$ cat config.mk
export PLATFORM = sky130hd
export DESIGN_NAME = endstop_actuator_controller
export DESIGN_NICKNAME = d
export VERILOG_FILES = /design/src/rtl/eac_pkg.sv /design/src/rtl/endstop_actuator_controller.sv /design/src/rtl/eac_step.sv
export SDC_FILE = /design/constraint.sdc
export NUM_CORES = 1
export LEC_CHECK = 0
export BUFFER_PORTS_ARGS = -buffer_cell sky130_fd_sc_hd__buf_2
export CAP_MARGIN = 20
export CELL_PAD_IN_SITES_DETAIL_PLACEMENT = 0
export CELL_PAD_IN_SITES_GLOBAL_PLACEMENT = 1
export CORE_ASPECT_RATIO = 1.5
export CORE_UTILIZATION = 45
export CTS_CLUSTER_SIZE = 8
export DETAILED_ROUTE_END_ITERATION = 10
export PLACE_DENSITY_LB_ADDON = 0.1
export SYNTH_ARGS = -nofsm -noshare
export SYNTH_HDL_FRONTEND = slang
export SYNTH_SLANG_ARGS = --single-unit
$ cat constraint.sdc
create_clock -name aclk -period 8.2 [get_ports aclk]
set_input_delay 1.64 -clock aclk [delete_from_list [all_inputs] [get_ports aclk]]
set_output_delay 1.64 -clock aclk [all_outputs]
set_load 0.03 [all_outputs]
$ cat src/rtl/eac_pkg.sv
// Package with shared types and constants for the endstop actuator controller.
`timescale 1ns / 1ps

package eac_pkg;

    // Request codes carried in req_type.
    localparam logic [2:0] REQ_TICK    = 3'd0;
    localparam logic [2:0] REQ_TO_MIN  = 3'd1;
    localparam logic [2:0] REQ_TO_MAX  = 3'd2;
    localparam logic [2:0] REQ_STOP    = 3'd3;
    localparam logic [2:0] REQ_RESET   = 3'd4;

    // Configuration register indexes.
    localparam logic [2:0] CFG_DRIVE_MODE   = 3'd0;
    localparam logic [2:0] CFG_MIN_POL_HIGH = 3'd1;
    localparam logic [2:0] CFG_MAX_POL_HIGH = 3'd2;
    localparam logic [2:0] CFG_MIN_PRESENT  = 3'd3;
    localparam logic [2:0] CFG_MAX_PRESENT  = 3'd4;
    localparam logic [2:0] CFG_TIMEOUT      = 3'd5;

    localparam int          TICK_W       = 24;
    localparam logic [23:0] TICK_MAX     = 24'hFFFFFF;
    localparam logic [23:0] TIMEOUT_RST  = 24'd10000;

    // Read status codes.
    localparam logic [1:0] STATUS_OK      = 2'd0;
    localparam logic [1:0] STATUS_TIMEOUT = 2'd1;
    localparam logic [1:0] STATUS_BOTH    = 2'd2;

    // Event codes.
    localparam logic [1:0] EVENT_NONE    = 2'd0;
    localparam logic [1:0] EVENT_MIN     = 2'd1;
    localparam logic [1:0] EVENT_MAX     = 2'd2;
    localparam logic [1:0] EVENT_TIMEOUT = 2'd3;

    typedef enum logic [1:0] {
        MODE_IDLE   = 2'd0,
        MODE_TO_MIN = 2'd1,
        MODE_TO_MAX = 2'd2,
        MODE_FAULT  = 2'd3
    } motion_t;

    typedef enum logic [1:0] {
        LOC_MIN     = 2'd0,
        LOC_MAX     = 2'd1,
        LOC_UNKNOWN = 2'd2
    } loc_t;

    // Configuration registers as seen by the update logic.
    typedef struct packed {
        logic        drive_mode;
        logic        min_pol_high;
        logic        max_pol_high;
        logic        min_present;
        logic        max_present;
        logic [23:0] timeout_ticks;
    } cfg_t;

    // Controller state held across transactions.
    typedef struct packed {
        motion_t     mode;
        loc_t        latch;
        logic [23:0] elapsed;
    } state_t;

    // Result fields, first field in the highest bits.
    typedef struct packed {
        logic [1:0] event_res;
        logic       max_reached;
        logic       min_reached;
        logic [1:0] read_status;
        logic [1:0] position;
        logic [1:0] motion_state;
        logic       out_b;
        logic       out_a;
    } result_t;

endpackage

$ cat src/rtl/endstop_actuator_controller.sv
// Top level of the endstop actuator controller: stream ports, configuration and state registers.
`timescale 1ns / 1ps
// A result is registered and appears on the master side in the cycle after its transaction is accepted.
// Throughput: one transaction per cycle while the result side is not stalled; the state
// update is a single pass of logic into the state register and the result register.
// A result register parts the two sides: input is taken whenever it is empty or being drained.
// Reset (aresetn low, synchronous) sets configuration to defaults, state to idle with unknown
// position and a zero tick count, and empties the result register.

module endstop_actuator_controller
    import eac_pkg::*;
(
    input  logic        aclk,
    input  logic        aresetn,
    // Configuration write port.
    input  logic        cfg_we,
    input  logic [2:0]  cfg_index,
    input  logic [23:0] cfg_wdata,
    // Request stream.
    input  logic        s_tvalid,
    output logic        s_tready,
    input  logic [7:0]  s_tdata,   // [2:0] req_type, [3] min_level, [4] max_level, [7:5] zero
    // Result stream.
    output logic        m_tvalid,
    input  logic        m_tready,
    output logic [15:0] m_tdata    // [0] out_a, [1] out_b, [3:2] motion_state, [5:4] position,
                                   // [7:6] read_status, [8] min_reached, [9] max_reached,
                                   // [11:10] event_res, [15:12] zero
);

    cfg_t    cfg_reg;
    state_t  state_reg;
    state_t  state_next;
    result_t result_next;
    result_t result_reg;
    logic    m_tvalid_reg;
    logic    s_accept;

    assign s_tready = !m_tvalid_reg || m_tready;
    assign s_accept = s_tvalid && s_tready;
    assign m_tvalid = m_tvalid_reg;
    assign m_tdata  = {4'b0000, result_reg};

    // Configuration registers.
    always_ff @(posedge aclk) begin
        if (!aresetn) begin
            cfg_reg.drive_mode    <= 1'b0;
            cfg_reg.min_pol_high  <= 1'b1;
            cfg_reg.max_pol_high  <= 1'b1;
            cfg_reg.min_present   <= 1'b1;
            cfg_reg.max_present   <= 1'b1;
            cfg_reg.timeout_ticks <= TIMEOUT_RST;
        end else if (cfg_we) begin
            unique case (cfg_index)
                CFG_DRIVE_MODE:   cfg_reg.drive_mode    <= cfg_wdata[0];
                CFG_MIN_POL_HIGH: cfg_reg.min_pol_high  <= cfg_wdata[0];
                CFG_MAX_POL_HIGH: cfg_reg.max_pol_high  <= cfg_wdata[0];
                CFG_MIN_PRESENT:  cfg_reg.min_present   <= cfg_wdata[0];
                CFG_MAX_PRESENT:  cfg_reg.max_present   <= cfg_wdata[0];
                CFG_TIMEOUT:      cfg_reg.timeout_ticks <= cfg_wdata;
                default: begin
                end
            endcase
        end
    end

    // Update logic for one request.
    eac_step u_step (
        .cfg        (cfg_reg),
        .state      (state_reg),
        .req_type   (s_tdata[2:0]),
        .min_level  (s_tdata[3]),
        .max_level  (s_tdata[4]),
        .state_next (state_next),
        .result     (result_next)
    );

    // State register, advanced on each accepted transaction.
    always_ff @(posedge aclk) begin
        if (!aresetn) begin
            state_reg.mode    <= MODE_IDLE;
            state_reg.latch   <= LOC_UNKNOWN;
            state_reg.elapsed <= '0;
        end else if (s_accept) begin
            state_reg <= state_next;
        end
    end

    // Result register and its valid flag.
    always_ff @(posedge aclk) begin
        if (!aresetn) begin
            m_tvalid_reg <= 1'b0;
        end else if (s_accept) begin
            m_tvalid_reg <= 1'b1;
        end else if (m_tready) begin
            m_tvalid_reg <= 1'b0;
        end
    end

    always_ff @(posedge aclk) begin
        if (s_accept) begin
            result_reg <= result_next;
        end
    end

    // The tick count only runs while the actuator moves.
    a_idle_count_zero: assert property (@(posedge aclk) disable iff (!aresetn)
        (state_reg.mode == MODE_IDLE || state_reg.mode == MODE_FAULT) |->
            state_reg.elapsed == '0)
        else $error("tick count nonzero while not moving");

    // A latched end is only held while idle.
    a_latch_idle: assert property (@(posedge aclk) disable iff (!aresetn)
        state_reg.latch != LOC_UNKNOWN |-> state_reg.mode == MODE_IDLE)
        else $error("position latched while moving or in fault");

    // A stalled result blocks new transactions.
    a_stall_blocks: assert property (@(posedge aclk) disable iff (!aresetn)
        m_tvalid && !m_tready |-> !s_tready)
        else $error("input accepted while result stalled");

    // Any fault status reports an unknown position.
    a_fault_pos: assert property (@(posedge aclk) disable iff (!aresetn)
        m_tvalid && m_tdata[7:6] != STATUS_OK |-> m_tdata[5:4] == LOC_UNKNOWN)
        else $error("position reported under fault status");

endmodule

$ cat src/rtl/eac_step.sv
// Next-state and result logic for one request of the endstop actuator controller.
`timescale 1ns / 1ps

module eac_step
    import eac_pkg::*;
(
    input  cfg_t       cfg,
    input  state_t     state,
    input  logic [2:0] req_type,
    input  logic       min_level,
    input  logic       max_level,
    output state_t     state_next,
    output result_t    result
);

    logic        min_pin;
    logic        max_pin;
    logic        moving;
    logic [23:0] tick_plus;
    logic [23:0] tick_inc;
    logic        min_r;
    logic        max_r;
    logic [1:0]  status;
    logic [1:0]  event_code;

    // Endstop activity after presence and polarity.
    assign min_pin = cfg.min_present & (cfg.min_pol_high ? min_level : ~min_level);
    assign max_pin = cfg.max_present & (cfg.max_pol_high ? max_level : ~max_level);
    assign moving  = (state.mode == MODE_TO_MIN) || (state.mode == MODE_TO_MAX);

    // Saturating tick count.
    assign tick_plus = state.elapsed + 24'd1;
    assign tick_inc  = (state.elapsed == TICK_MAX) ? state.elapsed : tick_plus;

    // State update per request.
    always_comb begin
        state_next = state;
        event_code = EVENT_NONE;
        case (req_type)
            REQ_TICK: begin
                if (state.mode == MODE_TO_MIN && min_pin) begin
                    state_next.mode    = MODE_IDLE;
                    state_next.elapsed = '0;
                    state_next.latch   = LOC_MIN;
                    event_code         = EVENT_MIN;
                end else if (state.mode == MODE_TO_MAX && max_pin) begin
                    state_next.mode    = MODE_IDLE;
                    state_next.elapsed = '0;
                    state_next.latch   = LOC_MAX;
                    event_code         = EVENT_MAX;
                end else if (moving) begin
                    state_next.elapsed = tick_inc;
                    if (tick_inc > cfg.timeout_ticks) begin
                        state_next.elapsed = '0;
                        state_next.mode    = MODE_FAULT;
                        state_next.latch   = LOC_UNKNOWN;
                        event_code         = EVENT_TIMEOUT;
                    end
                end
            end
            REQ_TO_MIN: begin
                state_next.elapsed = '0;
                if (state.mode != MODE_FAULT) begin
                    state_next.mode = MODE_IDLE;
                end
                if (!(min_pin || state.latch == LOC_MIN)) begin
                    state_next.mode  = MODE_TO_MIN;
                    state_next.latch = LOC_UNKNOWN;
                end
            end
            REQ_TO_MAX: begin
                state_next.elapsed = '0;
                if (state.mode != MODE_FAULT) begin
                    state_next.mode = MODE_IDLE;
                end
                if (!(max_pin || state.latch == LOC_MAX)) begin
                    state_next.mode  = MODE_TO_MAX;
                    state_next.latch = LOC_UNKNOWN;
                end
            end
            REQ_STOP: begin
                state_next.elapsed = '0;
                if (state.mode != MODE_FAULT) begin
                    state_next.mode = MODE_IDLE;
                end
            end
            REQ_RESET: begin
                state_next.mode    = MODE_IDLE;
                state_next.latch   = LOC_UNKNOWN;
                state_next.elapsed = '0;
            end
            default: begin
                state_next = state;
            end
        endcase
    end

    // Result fields from the updated state.
    assign min_r = min_pin || (state_next.latch == LOC_MIN);
    assign max_r = max_pin || (state_next.latch == LOC_MAX);

    always_comb begin
        if (state_next.mode == MODE_FAULT) begin
            status = STATUS_TIMEOUT;
        end else if (min_r && max_r) begin
            status = STATUS_BOTH;
        end else begin
            status = STATUS_OK;
        end
    end

    always_comb begin
        result              = '0;
        result.motion_state = state_next.mode;
        result.read_status  = status;
        result.min_reached  = min_r;
        result.max_reached  = max_r;
        result.event_res    = event_code;
        if (status != STATUS_OK) begin
            result.position = LOC_UNKNOWN;
        end else if (min_r) begin
            result.position = LOC_MIN;
        end else if (max_r) begin
            result.position = LOC_MAX;
        end else begin
            result.position = state_next.latch;
        end
        // H-bridge drives one pin per direction; dir/enable uses a direction and an enable.
        if (!cfg.drive_mode) begin
            result.out_a = (state_next.mode == MODE_TO_MIN);
            result.out_b = (state_next.mode == MODE_TO_MAX);
        end else begin
            result.out_a = (state_next.mode == MODE_TO_MAX);
            result.out_b = (state_next.mode == MODE_TO_MIN) ||
                           (state_next.mode == MODE_TO_MAX);
        end
    end

endmodule

# ---- After elaboration in Yosys (flattened, before gate mapping)
# Index checks and enable logic that the tools add are counted.
dict set report totals {
  output_inout_bits 18
  reg_bits 70
  wordCells 99
}
dict set report op_classes {
  addsub 1
  n_lt_le_gt_ge 1
  n_bitwise 5
  reduce_logical 29
  mux 24
  eq_ne 19
}
# cell count
set op_table {}
lappend op_table {{$mux W28} 4}
lappend op_table {{$pmux W24 S2} 1}
lappend op_table {{$add A24 B1 Y24 const B} 1}
lappend op_table {{$eq A24 B24 Y1 const B} 1}
lappend op_table {{$gt A24 B24 Y1} 1}
lappend op_table {{$mux W24} 1}
lappend op_table {{$mux W2} 9}
lappend op_table {{$eq A3 B2 Y1 const B} 4}
lappend op_table {{$reduce_and A2 Y1} 6}
lappend op_table {{$pmux W2 S5} 1}
lappend op_table {{$eq A3 B3 Y1 const B} 3}
lappend op_table {{$eq A2 B1 Y1 const B} 4}
lappend op_table {{$mux W4} 2}
lappend op_table {{$pmux W2 S4} 1}
lappend op_table {{$logic_or A1 B1 Y1} 7}
lappend op_table {{$eq A2 B2 Y1 const B} 3}
lappend op_table {{$eq A3 B1 Y1 const B} 2}
lappend op_table {{$logic_not A3 Y1} 2}
lappend op_table {{$reduce_bool A2 Y1} 3}
lappend op_table {{$mux W1} 5}
lappend op_table {{$logic_and A1 B1 Y1} 4}
lappend op_table {{$logic_not A2 Y1} 2}
lappend op_table {{$ne A4 B1 Y1 const B} 1}
lappend op_table {{$reduce_or A2 Y1} 2}
lappend op_table {{6 further kinds} 9}

# ---- Logic depth before layout (Yosys ltp)
# Gate-level depths: netlist (run 1).
dict set report depth {
  ltp_word 15
  depth_mapped 19
  mapped_depth_nobuf 18
}

# ---- Modules after synthesis
# Synthesis (run 1) repeated with hierarchy kept, for this count alone.
dict set report unflattened {
  hier_cells 545
  area_unflattened_um2 4619.4
}
# mod area_each_um2 cells_per_inst n_inst seq_area_each_um2
set by_module_without_submodules {}
lappend by_module_without_submodules {endstop_actuator_controller 2658.8 266 1 1521.5}
lappend by_module_without_submodules {eac_step 1960.6 279 1 0.0}

# ---- Worst setup path after synthesis (run 1)
# No wires, ideal clock.
dict set report synth_path {
  path_kind {register to register}
  from {register state_reg[0] in the netlist's numbering}
  to {register result_reg, in the netlist m_tdata[1], data pin}
  arrival_ps 3973
  slack_ps 3968
  n_path_buf 1
  path_stages_with_launch 19
  required_ps 7940
  setup_ps 260
  path_cell_list {dfxtp_1 ha_1 nand3_1 nor2_1 and4_1 buf_2 a2111oi_4 nand2_1 xnor2_1 ha_1 nand4_4 nor4_4 o311ai_2 a311oi_4 o21ai_0 nand2_1 o21a_1 ha_1 mux2_2}
}
# item line
set synth_rtl {}
lappend synth_rtl {{start, declared} endstop_actuator_controller.sv:32} ;# state_t state_reg;
lappend synth_rtl {{start signal, assigned} endstop_actuator_controller.sv:85} ;# state_reg <= state_next;
lappend synth_rtl {{end signal, assigned} endstop_actuator_controller.sv:102} ;# result_reg <= result_next;
lappend synth_rtl {{end, declared} endstop_actuator_controller.sv:35} ;# result_t result_reg;

==> impl_metrics.toml, run 1 <==
[status]
outcome = "finished, final reports clean"

[synth]
yosysWarnings = 0
synthAdderAreaFrac_pct = 8.80
yosysSeqAreaShare_pct = 34.5
synth_ff_type = "dfxtp_1"
ys_types = 63
yosys.area_share.simple_pct = 21.9
synth_top_family_by_area = "compound AO/OA/AOI/OAI gates"
ys_ff_latch = 70
async_reset_ff_share_pct = 0
synth_area_per_cell_um2 = 8.27
muxShareOfSynthArea_pct = 1.22
yosysTopAreaCellShare_pct = 26.3
synth-edff-count = 12
synth_top_cell_by_area = "dfxtp_1"
synth_area_leaders = "dfxtp_1, ha_1, edfxtp_1, nand2_1, a21oi_1"
synth_xor_area_share_pct = 4.57
synth_compound_gate_area_share_pct = 22.2
netlist_instances = 533
syn_area_um2 = 4410

[global_route]
grt_usage_pct = 22.7
grt_pass1_vias = 3806
grtUsageMet1_pct = 21.4
use_met2_pct = 44.4
grt_max_degree = 31
antenna_found_initial = 0
grt-ovfl-total = 0
grt_use_met3_pct = 2.74
grt_first_pass_wirelength_um = 17800
grt.busiest_layer = "met2"

[clock_tree]
clock_latency_ps = 340
cts_sinks = 70
cts_root_buffer = "clkbuf_16"
holdBufCountCts = 0
cts_resized = 0
htree_levels = 3
path_clk_slew_ps = 60
numCtsBuffers = 9
post-cts-setup-buffers = 0
clk_path_buf_depth = 2
cts_tree = "done"

[placed_design]
post-place-ws_ps = 3290
dp_hpwl_um = 8250
portBuffers = 50
gp_congestion = 0.860

[timing]
rsz0062_at_grt = "false"
maxClockFrequency_mhz = 204
finalClockSkew_ps = 6.37
relSlewSlack_pct = 39.7
period_minus_slack_ps = 4900
setup_ws_ps = 3300
finalSetupViolCount = 0
tightestPinTransition_ps = 901
fin_crit_sh_pct = 59.7
slew_viol_final = 0
hold_viol_final = 0
tns_ps = 0

[power_and_ir_drop]
leakagePower_nw = 1.97
combPwrFrac_pct = 11.0
p_sw_share_pct = 26.1
p_int_mw = 0.640
power_density_nw_per_um2 = 173
p_switching_mw = 0.226
ir_drop_mv = 0.111
seqPwrFrac_pct = 42.5
power_frac_clock_pct = 46.4

[floorplan]
io_pins = 58
initial_core_util_pct = 47.1
die-area_um2 = 10200
die_w_um = 82.8
fp-row-count = 43
core_um2 = 9360
dieHeight_um = 123

[finish]
largest_register_ffs = 29
fill_cells = 933
diodes = 0
drive_gt1_share_pct = 15.4
area_growth_pct = 13.2
nets = 639

[drt]
vias = 3863
postRouteAntennaNets = 0
wl_per_cell_um = 16.1
drc = 0
viasPerCell = 5.64
drtIter0Drc = 189
first_pass_iters = 6
wl_um = 11000

[critical_path]
worstReg2RegStart = "state_reg[7]$_SDFFE_PN0P_"
crit_arrival_ps = 5000
end_kind = "register"
worst-path-max-fanout = 8
critPathKind = "register to register"
crit_path_start_kind = "register"
startpoint = "state_reg[7]$_SDFFE_PN0P_"
endpoint = "m_tdata[7]$_DFFE_PP_"
rr_endpoint = "m_tdata[7]$_DFFE_PP_"
r2r_slack_ps = 3300
worst_ep_required_time_ps = 8300
reg2reg_depth = 17

[worst_hold_path]
hold_path_class = "register to register"

[job]
max-cap-violations = 0
[layout make-up]
class | instances | area, µm² | share of cell area (%)
tap | 112 | 140 | 2.81
multi-input combinational | 395 | 2600 | 52.2
sequential | 70 | 1520 | 30.5
clock inverter | 6 | 68.8 | 1.38
inverter | 40 | 150 | 3.01
clock buffer | 10 | 239 | 4.79
timing repair buffer | 52 | 265 | 5.32
[metal layers]
layer	share of wire [%]	wire, µm
met5	0	0
met4	5.4	601
met3	2.4	268
met2	55	6030
met1	37	4130
[cells by family after synthesis]
group / count (synthesis)
muxes: 5
DFF: 70
buffers and inverters: 71
adders and majority gates: 31
xor gates and xnor gates: 23
other: 1
and+or+nand+nor: 183
AOI/OAI and AO/OA: 149
[cells in the final DEF (no fill, tap or decap), types with 11 or more instances in the layout]
master    netlist  routed
nand2_1        83      83
inv_1          38      38
a21oi_1        51      51
buf_2           9      50
a211oi_1       15      15
edfxtp_1       12      12
xnor2_1        17      17
o21ai_0        32      32
dfxtp_1        58      58
ha_1           31      31
or3_1          11      11
nor2_1         20      20
[worst max-delay path, stage by stage, from the launching register on]
cell and delay (ps):
dfxtp_1 480, nand4_2 210, nor3_4 280, nand4_1 180
a2111oi_4 600, nand2_1 180, xnor2_1 180, ha_1 370
nand4_4 140, nor4_4 350, o311ai_2 220, a311oi_4 440
o21ai_0 170, nand2_1 130, o21a_1 200, ha_1 260
nor3_1 90, a31o_1 190
[power groups by stage]
stage / Sequential, mW / Combinational [mW] / Clock [mW]
CTS: 0.368 / 0.0962 / 0.411
finish: 0.368 / 0.0953 / 0.402
detailed placement: 0.376 / 0.0958 / 0
floorplan: 0.386 / 0.0562 / 0
global route: 0.369 / 0.105 / 0.427
global placement: 0.375 / 0.0936 / 0
[per-stage QoR]
stage / instance area (µm²) / hold slack [ps] / utilization, % / power, mW / cells
4_1_cts: 4990 / 456 / 53.3 / 0.876 / 685
3_3_place_gp: 4680 / 441 / 50.0 / 0.469 / 669
2_1_floorplan: 4420 / 432 / - / 0.442 / 536
3_5_place_dp: 4680 / 447 / 50.0 / 0.471 / 669
5_1_grt: 4990 / 479 / 53.3 / 0.901 / 685
6_report: 4990 / 453 / 53.3 / 0.865 / 685
[worst min path at each step]
stage	start	end	depth (start not counted)
detailed placement	cfg_reg[20]$_SDFFE_PN0P_	cfg_reg[20]$_SDFFE_PN0P_	2
floorplan	state_reg[12]$_SDFFE_PN0P_	state_reg[12]$_SDFFE_PN0P_	2
CTS	cfg_reg[20]$_SDFFE_PN0P_	cfg_reg[20]$_SDFFE_PN0P_	2
global route	cfg_reg[20]$_SDFFE_PN0P_	cfg_reg[20]$_SDFFE_PN0P_	2
global placement	state_reg[12]$_SDFFE_PN0P_	state_reg[12]$_SDFFE_PN0P_	2
finish	cfg_reg[20]$_SDFFE_PN0P_	cfg_reg[20]$_SDFFE_PN0P_	2
[synthesized netlist by cell type, types with 5 or more instances]
library cell,n
clkbuf_1,17
edfxtp_1,12
o211ai_1,8
a31oi_1,7
nand2_1,83
inv_1,38
xor2_1,6
and3_1,5
buf_2,9
nor3_1,8
nand3_1,9
xnor2_1,17
nand2b_1,6
nor2_1,20
o21ai_0,32
a211oi_1,15
ha_1,31
a22oi_1,5
dfxtp_1,58
or3_1,11
o21a_1,5
and2_1,5
a21oi_1,51
Power figures use the tool's default switching activity.
==> inputs of run 2 (changes only) <==
--- a/config.mk
+++ b/config.mk
@@ -10,7 +10,7 @@
 export CELL_PAD_IN_SITES_DETAIL_PLACEMENT = 0
 export CELL_PAD_IN_SITES_GLOBAL_PLACEMENT = 1
 export CORE_ASPECT_RATIO = 1.5
-export CORE_UTILIZATION = 45
+export CORE_UTILIZATION = 44
 export CTS_CLUSTER_SIZE = 8
 export DETAILED_ROUTE_END_ITERATION = 10
 export PLACE_DENSITY_LB_ADDON = 0.1
==> constraint.sdc (replaced) <==
create_clock -name aclk -period 4.82 [get_ports aclk]
set_input_delay 0.964 -clock aclk [delete_from_list [all_inputs] [get_ports aclk]]
set_output_delay 0.964 -clock aclk [all_outputs]
set_load 0.03 [all_outputs]
==> run 2 against run 1 <==
Net effect:
- via count grew 2.4%
- hold slack lost 0.57 ps
- die area grew 2.2%
- clock power grew 58%
- final area grew 2.3%
- final cell count grew 2.6%
- sequential share of layout area shrank 0.68 points
- clock skew grew 1.1 ps
- critical path depth grew 2
- setup slack lost 3000 ps
- critical endpoint unchanged
==> impl_metrics.toml, run 2 (synthesis gave the netlist of run 1 again) <==
[global_route]
grt_pass1_vias = 3979
grt-ovfl-total = 0
grt_first_pass_wirelength_um = 18400
grt_usage_pct = 22.6
antenna_found_initial = 0
grt_max_degree = 44

[drt]
met2_length_um = 6240
wl_per_cell_um = 16.0
wl_um = 11200
vias = 3954
drtIter0Drc = 196
first_pass_iters = 4
dr_wl_met3_um = 278
postRouteAntennaNets = 0
highest_layer = "met4"
viasPerCell = 5.62
m1WireLength_um = 4170
drc = 0

[finish]
final_cell_mix = "nand2_1, dfxtp_1, a21oi_1"
nets = 654
layout_commonest_cell = "nand2_1"
drive_gt1_share_pct = 17.7
fill_cells = 953
largest_register_ffs = 29
fin_cells = 703
diodes = 0
fin_area_um2 = 5100
area_growth_pct = 15.8

[clock_tree]
clock_latency_ps = 340
cts_root_buffer = "clkbuf_16"
cts_sinks = 70
clk_path_buf_depth = 2
holdBufCountCts = 0
path_clk_slew_ps = 60
cts_tree = "done"
numCtsBuffers = 9
htree_levels = 3

[timing]
tns_ps = 0
finalSetupViolCount = 0
maxClockFrequency_mhz = 223
slew_viol_final = 0
setup_ws_ps = 333
period_minus_slack_ps = 4490
relSlewSlack_pct = 39.5
rsz0062_at_grt = "false"
finalClockSkew_ps = 7.48
tightestPinTransition_ps = 908
fin_crit_sh_pct = 93.1
hold_viol_final = 0

[worst_hold_path]
min_from = "state_reg[12]$_SDFFE_PN0P_"
hold_path_class = "register to register"
hold_depth = 2
holdPathEnd = "state_reg[12]$_SDFFE_PN0P_"

[power_and_ir_drop]
leakagePower_nw = 2.03
total_power_mw = 1.42
power_density_nw_per_um2 = 279
power_frac_clock_pct = 44.5
p_switching_mw = 0.375
ir_drop_mv = 0.211
p_int_mw = 1.05
p_sw_share_pct = 26.3
seqPwrFrac_pct = 43.9
combPwrFrac_pct = 11.6

[critical_path]
crit_arrival_ps = 4580
crit_path_start_kind = "register"
worstReg2RegStart = "state_reg[0]$_SDFFE_PN0P_"
worst_ep_required_time_ps = 4910
reg2reg_depth = 19
worst-path-max-fanout = 8
rr_endpoint = "m_tdata[7]$_DFFE_PP_"
r2r_slack_ps = 330
end_kind = "register"
startpoint = "state_reg[0]$_SDFFE_PN0P_"
critPathKind = "register to register"

[floorplan]
fp-row-count = 44
io_pins = 58
dieHeight_um = 125
initial_core_util_pct = 45.5
die-area_um2 = 10400
core_um2 = 9690
die_w_um = 83.7

[placed_design]
dp.cells = 685
dp_hpwl_um = 8490
post-place-ws_ps = 204
portBuffers = 50
gp_congestion = 0.852
placed_cell_area_um2 = 4780

[job]
max-cap-violations = 0

[status]
outcome = "finished, final reports clean"
[run 2: changes by cell type in the layout (fill, tap and decap cells not counted), sizes merged]
cell      previous run  this run
clkinvlp             1         2
buf                 52        67
bufinv               1         0
inv                 40        38
clkbuf              10        12
[run 2: area by class of cell]
class | instances | area, µm² | share of cell area, %
multi-input combinational | 395 | 2620 | 51.3
tap | 115 | 144 | 2.82
clock inverter | 4 | 32.5 | 0.638
timing repair buffer | 67 | 378 | 7.41
sequential | 70 | 1520 | 29.8
clock buffer | 12 | 256 | 5.03
inverter | 40 | 150 | 2.94
[run 2: power by group through the flow]
stage / logic, mW / registers [mW] / clock network, mW
floorplan: 0.0956 / 0.657 / 0
global placement: 0.161 / 0.639 / 0
detailed placement: 0.165 / 0.639 / 0
CTS: 0.166 / 0.626 / 0.651
global route: 0.181 / 0.628 / 0.671
finish: 0.165 / 0.626 / 0.634
[run 2: repair_timing]
action                                  in CTS  in global routing
buffers inserted                             0                  2
endpoints found under the setup margin       0                  5
resized for setup                            0                  5
endpoints found under the hold margin        0                  0
[run 2: routing by layer]
layer	vias to the layer above	global-route usage, %
met5	-	0
met4	0	15.1
met3	33	3.64
met2	72	43.0
met1	1853	21.7
li1	1996	-
[run 2: critical path: stages (launching register included)]
cell and delay, ps:
dfxtp_1 360, ha_1 250, nand3_1 90, nor2_1 50
and4_1 280, a2111oi_4 350, buf_4 200, nand2_1 90
xnor2_1 160, ha_1 370, nand4_4 130, nor4_4 380
o311ai_4 190, a311oi_4 320, o21ai_1 120, nand2_1 130
o21a_1 190, ha_1 270, inv_1 100, a31o_1 200
[run 2: through the flow]
step | util (%) | hold slack, ps
floorplan | - | 432
global placement | 49.4 | 441
detailed placement | 49.4 | 450
CTS | 52.3 | 457
global route | 52.7 | 472
finish | 52.7 | 452
[run 2: worst max-delay path by stage]
stage	endpoint	slack, ps	cells past startpoint
floorplan	m_tdata[1]$_DFFE_PP_	590	18
global placement	m_tdata[7]$_DFFE_PP_	250	19
CTS	m_tdata[7]$_DFFE_PP_	190	19
global route	m_tdata[5]$_SDFFCE_PP1P_	20	16
detailed placement	m_tdata[7]$_DFFE_PP_	200	19
finish	m_tdata[7]$_DFFE_PP_	330	19
